$ cat src/rtl/core/sorted_range_count_core_assert.svh
// Assertion macros for the sorted range count core.
// Used by the core modules; each expects clk and rst_n in scope.
`ifndef SORTED_RANGE_COUNT_CORE_ASSERT_SVH
`define SORTED_RANGE_COUNT_CORE_ASSERT_SVH
`ifndef SYNTHESIS
// same-cycle implication
`define SRCNT_AST_IMP(lbl, ante, cons) \
    lbl: assert property (@(posedge clk) disable iff (!rst_n) (ante) |-> (cons)) \
        else $error("srcnt assertion failed");
// next-cycle implication
`define SRCNT_AST_NXT(lbl, ante, cons) \
    lbl: assert property (@(posedge clk) disable iff (!rst_n) (ante) |=> (cons)) \
        else $error("srcnt assertion failed");
`else
`define SRCNT_AST_IMP(lbl, ante, cons)
`define SRCNT_AST_NXT(lbl, ante, cons)
`endif
`endif

$ cat src/rtl/core/srcnt_pkg.sv
// Shared types, command codes and microprogram ROM of the sorted range count core.
// No dependencies.
package srcnt_pkg;

    localparam int STEP_W = 4;
    typedef logic [STEP_W-1:0] step_t;

    localparam logic [1:0] CMD_CLEAR  = 2'd0;
    localparam logic [1:0] CMD_APPEND = 2'd1;
    localparam logic [1:0] CMD_QUERY  = 2'd2;

    localparam step_t S_IDLE   = step_t'(0);
    localparam step_t S_CLR    = step_t'(1);
    localparam step_t S_APP    = step_t'(2);
    localparam step_t S_NOP    = step_t'(3);
    localparam step_t S_QCHK   = step_t'(4);
    localparam step_t S_LOOP   = step_t'(5);
    localparam step_t S_STEP   = step_t'(6);
    localparam step_t S_BOUND  = step_t'(7);
    localparam step_t S_SWITCH = step_t'(8);
    localparam step_t S_FIN    = step_t'(9);
    localparam step_t S_ZERO   = step_t'(10);

    typedef enum logic [3:0] {
        ACT_NONE,
        ACT_LATCH,
        ACT_CLEAR,
        ACT_APPEND,
        ACT_REPORT,
        ACT_QINIT,
        ACT_PROBE,
        ACT_STEP,
        ACT_SWITCH,
        ACT_FINISH,
        ACT_ZERO
    } act_t;

    typedef enum logic [2:0] {
        BR_NEXT,
        BR_ALWAYS,
        BR_DISPATCH,
        BR_QFAIL,
        BR_DONE,
        BR_STRICT
    } br_t;

    typedef struct packed {
        act_t  act;
        logic  emit;
        br_t   br;
        step_t target;
    } uword_t;

    typedef struct packed {
        act_t act;
        logic emit;
    } ctrl_t;

    typedef struct packed {
        logic qfail;   // empty table or inverted range
        logic done;    // search window empty
        logic strict;  // upper-bound pass
    } flags_t;

    function automatic uword_t ucode(input step_t step);
        uword_t w;
        w = '{act: ACT_NONE, emit: 1'b0, br: BR_ALWAYS, target: S_IDLE};
        unique case (step)
            S_IDLE:   w = '{act: ACT_LATCH,  emit: 1'b0, br: BR_DISPATCH, target: S_IDLE};
            S_CLR:    w = '{act: ACT_CLEAR,  emit: 1'b1, br: BR_ALWAYS,   target: S_IDLE};
            S_APP:    w = '{act: ACT_APPEND, emit: 1'b1, br: BR_ALWAYS,   target: S_IDLE};
            S_NOP:    w = '{act: ACT_REPORT, emit: 1'b1, br: BR_ALWAYS,   target: S_IDLE};
            S_QCHK:   w = '{act: ACT_QINIT,  emit: 1'b0, br: BR_QFAIL,    target: S_ZERO};
            S_LOOP:   w = '{act: ACT_PROBE,  emit: 1'b0, br: BR_DONE,     target: S_BOUND};
            S_STEP:   w = '{act: ACT_STEP,   emit: 1'b0, br: BR_ALWAYS,   target: S_LOOP};
            S_BOUND:  w = '{act: ACT_NONE,   emit: 1'b0, br: BR_STRICT,   target: S_FIN};
            S_SWITCH: w = '{act: ACT_SWITCH, emit: 1'b0, br: BR_ALWAYS,   target: S_LOOP};
            S_FIN:    w = '{act: ACT_FINISH, emit: 1'b1, br: BR_ALWAYS,   target: S_IDLE};
            S_ZERO:   w = '{act: ACT_ZERO,   emit: 1'b1, br: BR_ALWAYS,   target: S_IDLE};
            default:  w = '{act: ACT_NONE,   emit: 1'b0, br: BR_ALWAYS,   target: S_IDLE};
        endcase
        return w;
    endfunction

    function automatic step_t dispatch(input logic [1:0] cmd);
        step_t s;
        unique case (cmd)
            CMD_CLEAR:  s = S_CLR;
            CMD_APPEND: s = S_APP;
            CMD_QUERY:  s = S_QCHK;
            default:    s = S_NOP;
        endcase
        return s;
    endfunction

endpackage

$ cat src/rtl/core/srcnt_useq.sv
// Microcode sequencer: step counter, control ROM lookup and branch logic.
// Depends on srcnt_pkg and sorted_range_count_core_assert.svh.
`include "sorted_range_count_core_assert.svh"

module srcnt_useq
(
    input  logic               clk,
    input  logic               rst_n,
    input  logic               start,
    input  logic [1:0]         cmd,
    input  srcnt_pkg::flags_t  flags,
    output srcnt_pkg::ctrl_t   ctrl,
    output logic               busy
);

    srcnt_pkg::step_t  step_reg;
    srcnt_pkg::step_t  step_next;
    srcnt_pkg::uword_t uw;
    srcnt_pkg::step_t  step_inc;

    assign uw       = srcnt_pkg::ucode(step_reg);
    assign step_inc = step_reg + srcnt_pkg::step_t'(1);
    assign ctrl     = '{act: uw.act, emit: uw.emit};
    assign busy     = (step_reg != srcnt_pkg::S_IDLE);

    always_comb
    begin
        unique case (uw.br)
            srcnt_pkg::BR_NEXT:     step_next = step_inc;
            srcnt_pkg::BR_ALWAYS:   step_next = uw.target;
            srcnt_pkg::BR_DISPATCH: step_next = start ? srcnt_pkg::dispatch(cmd) : step_reg;
            srcnt_pkg::BR_QFAIL:    step_next = flags.qfail ? uw.target : step_inc;
            srcnt_pkg::BR_DONE:     step_next = flags.done ? uw.target : step_inc;
            srcnt_pkg::BR_STRICT:   step_next = flags.strict ? uw.target : step_inc;
            default:                step_next = srcnt_pkg::S_IDLE;
        endcase
    end

    always_ff @(posedge clk or negedge rst_n)
    begin
        if (!rst_n)
        begin
            step_reg <= srcnt_pkg::S_IDLE;
        end
        else
        begin
            step_reg <= step_next;
        end
    end

    // an accepted request always leaves idle
    `SRCNT_AST_NXT(a_accept_busy, start && !busy, busy)
    // result steps always return to idle
    `SRCNT_AST_NXT(a_emit_idle, ctrl.emit, !busy)
    // step counter stays inside the program
    `SRCNT_AST_IMP(a_step_range, 1'b1, step_reg <= srcnt_pkg::S_ZERO)

endmodule

$ cat config.mk
export PLATFORM = sky130hd
export DESIGN_NAME = srcnt_useq
export DESIGN_NICKNAME = d
export VERILOG_FILES = /design/src/rtl/core/srcnt_pkg.sv /design/src/rtl/core/srcnt_useq.sv
export VERILOG_INCLUDE_DIRS = /design/src /design/src/rtl/core
export SDC_FILE = /design/constraint.sdc
export NUM_CORES = 1
export LEC_CHECK = 0
export ABC_CLOCK_PERIOD_IN_PS = 3150
export BUFFER_PORTS_ARGS = -buffer_cell sky130_fd_sc_hd__buf_2
export CORE_UTILIZATION = 58
export CTS_CLUSTER_SIZE = 25
export DETAILED_ROUTE_END_ITERATION = 7
export PLACE_DENSITY = 0.87
export SYNTH_ARGS = -nofsm -noshare
export SYNTH_HDL_FRONTEND = slang
export SYNTH_SLANG_ARGS = --single-unit
$ cat constraint.sdc
create_clock -name clk -period 3.15 [get_ports clk]
set_clock_uncertainty 0.1 [all_clocks]
set_input_delay 0.7875 -clock clk [delete_from_list [all_inputs] [get_ports clk]]
set_output_delay 0.7875 -clock clk [all_outputs]
set_load 0.03 [all_outputs]
==> results.cfg, run 1 <==
[status]
outcome = finished clean

[detailed_routing]
drc = 0
vias = 855
totalWireLength_microns = 2131
wl_per_cell_microns = 16.14
vias_per_cell = 6.477
drtAntennaViolNets = 0
drtPass1Iterations = 4
drtIter0Drc = 51

[global_routing]
grt_max_degree = 18
grt_first_pass_wirelength_microns = 3243
antenna_found_initial = 0
first_global_vias = 726
grt-ovfl-total = 0
grt_usage_pct = 31.54

[clock_network]
cts-root-buf = clkbuf_4
cts_buffers = 3
clockBufferDepth = 2
ctsResizeCount = 0
hold_buffers = 0
clock_latency_ns = 0.25
cts_tree = built
h-tree-depth = 1
cts_sinks = 4
path_clk_slew_ns = 0.04
post_cts_buffers = 0

[synthesis]
postSynth.asyncResetShare_pct = 100.0
ys_warn_count = 0
ys_ff_latch = 4
synthFlopType = dfrtp_1
synthCells = 105
synth.avg_cell_area_sq_um = 7.460
synth_area_sq_um = 783.3
syn-num-nets = 123
ys_types = 40
synth_seq_area_share_pct = 12.78
synth-edff-count = 0

[critical_path]
path_max_fanout = 10
critPathSlowestCell = dfrtp_1
cp_common_cell = inv_1
path_class = reg2out
required_ns = 2.26
critPathBufInv = 3
max_stage_delay_ns = 0.45
worstSetupEndpointType = output port
path_cells = inv_1 -> ha_1 -> inv_1 -> nor2_1 -> nand2_1 -> buf_2
cp-start-kind = flop
crit_arrival_ns = 1.95
crit_family = buffers and inverters

[timing]
worst_pin_slew_ns = 0.4871
setup_tns_ns = 0
max_freq_mhz = 351.9
whs_ns = 0.2424
final_hold_viol_count = 0
rsz0062_at_grt = no
fin_crit_sh_pct = 90.22
max_slew_margin_pct = 67.53
drv_slew = 0
finalCriticalPeriod_ns = 2.842
setup_viol = 0

[cells_and_area]
regArea_sq_um = 100.1
fin_area_sq_um = 870.8
n_antenna_cell = 0
most-common-layout-cells = nor2_1, buf_2, a21oi_1, ha_1, o21ai_0
mostFrequentLayoutCell = nor2_1
final_net_count = 138
drive_gt1_share_pct = 23.73
n_fill_cell = 112
syn2layout_area_growth_pct = 11.18
largest_reg_flops = 4
multi_input_area_sq_um = 624.3
layout.cells.non_filler = 132

[placed_design]
dp_cells = 129
place_hpwl_microns = 1488
dpl_cell_area_sq_um = 848.3
port_buffers = 13
place.gp.congestion = 0.9685

[die]
initial_utilization_pct = 66.03
die_area_sq_mm = 0.001502
core_area_sq_mm = 0.001186
dieWidth_microns = 38.75
rows = 12
die_h_microns = 38.75
boundaryPins = 14

[pwr]
seqPwrFrac_pct = 10.3
ir_worst_vdd_v = 0.0005857
p_int_uw = 394.6
comb_power_share_pct = 82.7
switchingPower_uw = 571.9
leakage_uw = 0.0003791
power_uw = 966.5
clockPowerShare_pct = 7.0
cellPowerDensity_mw_per_mm2 = 1110
netSwitchingFraction_pct = 59.17

[job]
max-cap-violations = 0

[min_path]
hold_path_class = in2async
[synthesized netlist by cell type (all sizes together), types with 2 or more instances]
| cell type | instances | area share, % |
|---|---|---|
| a21o | 2 | 2.1 |
| inv | 7 | 3.4 |
| dfrtp | 4 | 13 |
| nand3 | 2 | 1.3 |
| a21oi | 11 | 7.5 |
| o21ai | 8 | 5.1 |
| ha | 10 | 16 |
| nor2 | 15 | 7.2 |
| a32oi | 3 | 3.4 |
| nand2b | 5 | 5.3 |
| o211ai | 2 | 1.9 |
| nor2b | 4 | 3.2 |
| buf | 4 | 3.7 |
| nand2 | 5 | 2.4 |
| nor3 | 4 | 2.6 |
[metal layers]
layer	vias up	global-route usage [%]	part of all wire, %
li1	409	-	-
met5	-	0	0
met4	0	12.07	1.9
met2	68	51.67	47
met3	7	2.312	7.9
met1	371	42.36	43
[metrics by stage]
step                      utilization [%]  worst slack, ns
after floorplan                         -           0.8482
after global placement              71.52           0.6890
after detailed placement            71.52           0.6497
after CTS                           73.42           0.3664
after global routing                73.42           0.2555
final                               73.42           0.3082
[cells by family (layout without fill, tap and decap cells)]
group,after synthesis,after routing,synth area share (%)
and+or+nand+nor,40,40,27.00
xor gates and xnor gates,1,1,1.118
AOI/OAI and AO/OA,36,36,32.91
DFF,4,4,12.78
muxes,2,2,2.716
adders and majority gates,10,10,15.97
buffers and inverters,12,25,7.508
[power by group through the flow]
| stage | Sequential, uW | Clock (uW) | Combinational, uW |
|---|---|---|---|
| finish | 99.5 | 67.6 | 799 |
| global placement | 95.8 | 0 | 766 |
| CTS | 97.3 | 66.7 | 786 |
| detailed placement | 97.9 | 0 | 771 |
| floorplan | 93.8 | 0 | 619 |
| global route | 99.8 | 68.1 | 867 |
[worst paths after layout]
check                                 start           to  cells past startpoint  slack, ns
worst max-delay path            step_reg[1]         busy                      6       0.31
worst max register to register  step_reg[1]  step_reg[3]                      5       0.90
worst min-delay path                  rst_n  step_reg[2]                      1       0.24
worst min register to register  step_reg[1]  step_reg[1]                      2       0.58
min in group clk                step_reg[1]  step_reg[1]                      2       0.58
max in group asynchronous             rst_n  step_reg[1]                      1       2.57
[area by class of cell]
cell class              instances  area share [%]
multi-input cells              89           71.70
flip-flops and latches          4           11.49
repair buffers                 15           9.195
inverters                       7           3.017
clock buffers                   3           2.586
well taps                      14           2.011
No activity file was read; power rests on OpenSTA's default activity.
==> run 2: changes to the inputs <==
--- a/config.mk
+++ b/config.mk
@@ -9,7 +9,7 @@
 export ABC_CLOCK_PERIOD_IN_PS = 3150
-export BUFFER_PORTS_ARGS = -buffer_cell sky130_fd_sc_hd__buf_2
-export CORE_UTILIZATION = 58
+export CORE_UTILIZATION = 60
 export CTS_CLUSTER_SIZE = 25
 export DETAILED_ROUTE_END_ITERATION = 7
-export PLACE_DENSITY = 0.87
+export DONT_BUFFER_PORTS = 1
+export PLACE_DENSITY = 0.81
 export SYNTH_ARGS = -nofsm -noshare
==> constraint.sdc (replaced) <==
create_clock -name clk -period 3.15 [get_ports clk]
set_clock_uncertainty 0.1 [all_clocks]
set_input_delay 0.63 -clock clk [delete_from_list [all_inputs] [get_ports clk]]
set_output_delay 0.63 -clock clk [all_outputs]
set_load 0.03 [all_outputs]
==> run 2 against run 1 <==
  * Clock-buffer cell count did not move
  * Sequential share of layout area is 0.89 points higher
  * First-iteration DRC count decreased by 16%
  * Combinational power decreased by 9.8%
  * Hold slack improved by 0.27 ns
  * Power decreased by 7.8%
  * Via count shrank 9.1%
  * Utilization fell by 3.5 points
  * Critical path depth fell by 1
  * Fmax grew 8.8%
  * Critical path type unchanged
  * Highest routed layer unchanged
==> results.cfg, run 2 (synthesis gave the netlist of run 1 again) <==
[timing]
worst_pin_slew_ns = 0.6494
finalCriticalPeriod_ns = 2.612
fin_crit_sh_pct = 82.92
max_slew_margin_pct = 56.84
rsz0062_at_grt = no
drv_slew = 0
final_hold_viol_count = 0
fin_ws_ns = 0.5379
setup_viol = 0
max_freq_mhz = 382.8
setup_tns_ns = 0

[clock_network]
h-tree-depth = 1
clock_latency_ns = 0.22
path_clk_slew_ns = 0.04
hold_buffers = 1
cts_tree = built
post_cts_buffers = 0
ctsResizeCount = 0
cts_buffers = 3
cts_sinks = 4
clockBufferDepth = 2
cts-root-buf = clkbuf_4

[placed_design]
place_hpwl_microns = 1402
place.gp.congestion = 0.9464
port_buffers = 0
dp_cells = 115
dpl_cell_area_sq_um = 775.7
place_ws_ns = 0.7965

[cells_and_area]
regArea_sq_um = 100.1
drive_gt1_share_pct = 13.33
final_net_count = 125
syn2layout_area_growth_pct = 3.195
mostFrequentLayoutCell = nor2_1
n_fill_cell = 108
multi_input_area_sq_um = 624.3
n_antenna_cell = 0
most-common-layout-cells = nor2_1, a21oi_1, ha_1
largest_reg_flops = 4
fin_area_sq_um = 808.3
layout.cells.non_filler = 119

[critical_path]
r2r_slack_ns = 0.93
path_max_fanout = 10
crit_arrival_ns = 1.88
worstSetupEndpointType = output port
cp-start-kind = flop
path_class = reg2out
required_ns = 2.42

[detailed_routing]
drc = 0
drtIter0Drc = 43
drtAntennaViolNets = 0
vias_per_cell = 6.529
wl_per_cell_microns = 16.01
drtPass1Iterations = 4
totalWireLength_microns = 1905
vias = 777

[pwr]
ir_worst_vdd_v = 0.0005835
leakage_uw = 0.0003243
power_uw = 891.4
cellPowerDensity_mw_per_mm2 = 1103

[min_path]
hold_path_class = in2reg

[global_routing]
first_global_vias = 677
grt_max_degree = 18
antenna_found_initial = 0
grt_first_pass_wirelength_microns = 3091
grt_usage_pct = 30.72
grt-ovfl-total = 0

[die]
initial_utilization_pct = 67.75
dieWidth_microns = 38.13
die_area_sq_mm = 0.001454
core_area_sq_mm = 0.001156
die_h_microns = 38.13
boundaryPins = 14
rows = 12

[status]
outcome = finished clean

[job]
max-cap-violations = 0
==> run 2: through the flow <==
stage,hold slack [ns],utilization [%]
after floorplan,0.2344,-
after global placement,0.2345,67.10
after detailed placement,0.2345,67.10
after CTS,0.5150,69.91
after global routing,0.5467,69.91
final,0.5144,69.91
==> run 2: worst max-delay path, cell delays in order (launching register included) <==
cell     delay (ns)
dfrtp_1        0.43
inv_1          0.14
ha_1           0.41
inv_1          0.12
nor2_1         0.29
nand2_1        0.27
==> run 2: layout make-up <==
cell class | count | share of cell area (%)
clock buffer | 3 | 2.786
sequential | 4 | 12.38
multi-input combinational | 89 | 77.24
tap | 14 | 2.167
inverter | 7 | 3.251
timing repair buffer | 2 | 2.167
==> run 2: where the power goes <==
group	internal (uW)	leakage [uW]	switching [uW]	total, uW
Sequential	71.2	0.0000524	39.1	110
Combinational	241	0.000258	481	721
Clock	42.4	0.0000138	17.4	59.8
==> run 2: metal layers <==
metal	GRT usage [%]	part of all wire [%]	up-vias
li1	-	-	379
met1	41.88	43	344
met2	47.46	47	50
met3	5.233	8.8	4
met4	12.50	1.6	0
met5	0	0	-
==> run 2: worst paths after layout <==
path                            depth (start not counted)        start     endpoint
min in group asynchronous                               1        rst_n  step_reg[0]
worst max register to register                          5  step_reg[1]  step_reg[3]
worst min-delay path                                    2     flags[2]  step_reg[3]
max in group asynchronous                               1        rst_n  step_reg[1]
worst max-delay path                                    5  step_reg[1]         busy
worst min register to register                          2  step_reg[1]  step_reg[1]
==> run 3: changes to the inputs <==
Settings changed: ABC_AREA set to 1, ABC_CLOCK_PERIOD_IN_PS 3150 to 2240, CORE_UTILIZATION 60 to 56, PLACE_DENSITY 0.81 to 0.79.
Clock period 3.15 ns to 2.24 ns, I/O delays scaled along.
==> run 3 against run 2 <==
  * Clock power is 45% higher
  * Power grew 60%
  * Die area increased by 20%
  * Critical path type unchanged
==> results.cfg, run 3 <==
[critical_path]
path_class = reg2out
cp_common_cell = inv_1
critPathBufInv = 3
critPathSlowestCell = dfrtp_2
worstSetupEndpointType = output port
crit_family = flip-flops
crit_arrival_ns = 1.52
max_stage_delay_ns = 0.41
path_max_fanout = 7
cp-start-kind = flop
path_cells = inv_1 -> ha_4 -> inv_1 -> o21ai_0 -> buf_4
required_ns = 1.69

[timing]
final_hold_viol_count = 0
setup_tns_ns = 0
max_freq_mhz = 482.7
worst_pin_slew_ns = 0.3402
max_slew_margin_pct = 77.32
whs_ns = 0.2879
setup_viol = 0
finalCriticalPeriod_ns = 2.072
fin_ws_ns = 0.1684
drv_slew = 0
rsz0062_at_grt = no
fin_crit_sh_pct = 92.48

[pwr]
switchingPower_uw = 860.0
comb_power_share_pct = 83.1
seqPwrFrac_pct = 10.8
power_uw = 1423
ir_worst_vdd_v = 0.0005885
netSwitchingFraction_pct = 60.43
cellPowerDensity_mw_per_mm2 = 1493
leakage_uw = 0.0005357
clockPowerShare_pct = 6.1
p_int_uw = 563.0

[global_routing]
grt-ovfl-total = 0
grt_usage_pct = 24.28
first_global_vias = 826
grt_first_pass_wirelength_microns = 3415
antenna_found_initial = 0
grt_max_degree = 14

[synthesis]
syn-num-nets = 175
synthCells = 157
ys_types = 20
synth-edff-count = 0
ys_ff_latch = 4
synthFlopType = dfrtp_1
yosysTopAreaCellShare_pct = 17.32
ys_warn_count = 0
synth.most_common_cell = nand2_1
synth_area_sq_um = 888.4
synth.avg_cell_area_sq_um = 5.658
postSynth.asyncResetShare_pct = 100.0
synth_top_cell_by_area = nand2_1
ys_top_cells_by_count = nand2_1, nor2_1, inv_1
synth_area_leaders = nand2_1, ha_1, nor2_1, dfrtp_1, nand3_1
synth_seq_area_share_pct = 11.27

[die]
core_area_sq_mm = 0.001489
rows = 14
die_h_microns = 41.83
initial_utilization_pct = 59.66
die_area_sq_mm = 0.001750
boundaryPins = 14
dieWidth_microns = 41.83

[clock_network]
clockBufferDepth = 2
cts_tree = built
clock_latency_ns = 0.23
cts_sinks = 4
h-tree-depth = 1
path_clk_slew_ns = 0.04
post_cts_buffers = 0
cts-root-buf = clkbuf_4
cts_buffers = 3

[cells_and_area]
drive_gt1_share_pct = 16.67
largest_reg_flops = 4
n_fill_cell = 144
syn2layout_area_growth_pct = 7.324
final_core_util_pct = 64.03
final_net_count = 182
mostFrequentLayoutCell = nand2_1
most-common-layout-cells = nand2_1, nor2_1, inv_1
n_antenna_cell = 0

[detailed_routing]
drtAntennaViolNets = 0
drtIter0Drc = 32
totalWireLength_microns = 1937
drc = 0
vias_per_cell = 5.399
vias = 961
drtPass1Iterations = 4
wl_per_cell_microns = 10.88

[placed_design]
place_hpwl_microns = 1544
port_buffers = 0
place_ws_ns = 0.2477
place.gp.congestion = 0.9247

[min_path]
hold_path_class = in2reg

[job]
max-cap-violations = 0

[status]
outcome = finished clean
[run 3: routing by layer]
layer | global-route usage (%) | share of wire, % | vias up
li1 | - | - | 506
met1 | 32.44 | 46 | 423
met2 | 42.19 | 49 | 30
met3 | 5.652 | 4.3 | 2
met4 | 0 | 0.052 | 0
met5 | 0 | 0 | -
[run 3: worst paths after layout]
kind	from	endpoint	slack, ns	depth (start not counted)
hold reg to reg	step_reg[1]	step_reg[1]	0.49	2
setup reg to reg	step_reg[1]	step_reg[1]	0.37	11
hold / removal	start	step_reg[1]	0.29	3
min in group asynchronous	rst_n	step_reg[3]	0.39	1
setup / recovery	step_reg[0]	ctrl[0]	0.17	5
max in group asynchronous	rst_n	step_reg[0]	1.47	1
[run 3: cells by family after synthesis]
group,synth area share [%]
AOI/OAI and AO/OA,8.028
adders and majority gates,14.08
buffers and inverters,15.91
DFF,11.27
and+or+nand+nor,50.70
[run 3: stage by stage]
stage / cells / cell area, sq um
after floorplan: 157 / 888.4
final: 178 / 953.4
after CTS: 178 / 940.9
after global routing: 178 / 953.4
after global placement: 174 / 907.1
after detailed placement: 174 / 907.1
[run 3: area by class of cell]
class / count / area [sq um] / area share [%]
multi-input combinational: 123 / 659.4 / 69.16
inverter: 26 / 102.6 / 10.76
tap: 16 / 20.02 / 2.100
timing repair buffer: 6 / 47.55 / 4.987
sequential: 4 / 101.3 / 10.63
clock buffer: 3 / 22.52 / 2.362
[run 3: worst min-delay path, stage by stage]
cell	delay (ns)
nor2_2	0.04
nand2_1	0.05
nand2_1	0.04
[run 3: power groups by stage]
stage	Sequential, uW	Clock, uW	Combinational, uW
floorplan	123	0	950
global placement	147	0	1120
detailed placement	152	0	1130
CTS	152	90.3	1130
global route	161	99.0	1320
finish	154	86.8	1180
[run 3: what timing repair did]
action	in CTS	in global routing
resized for setup	1	4
hold buffers	1	0
setup endpoints to repair	1	3
hold endpoints to repair	4	0
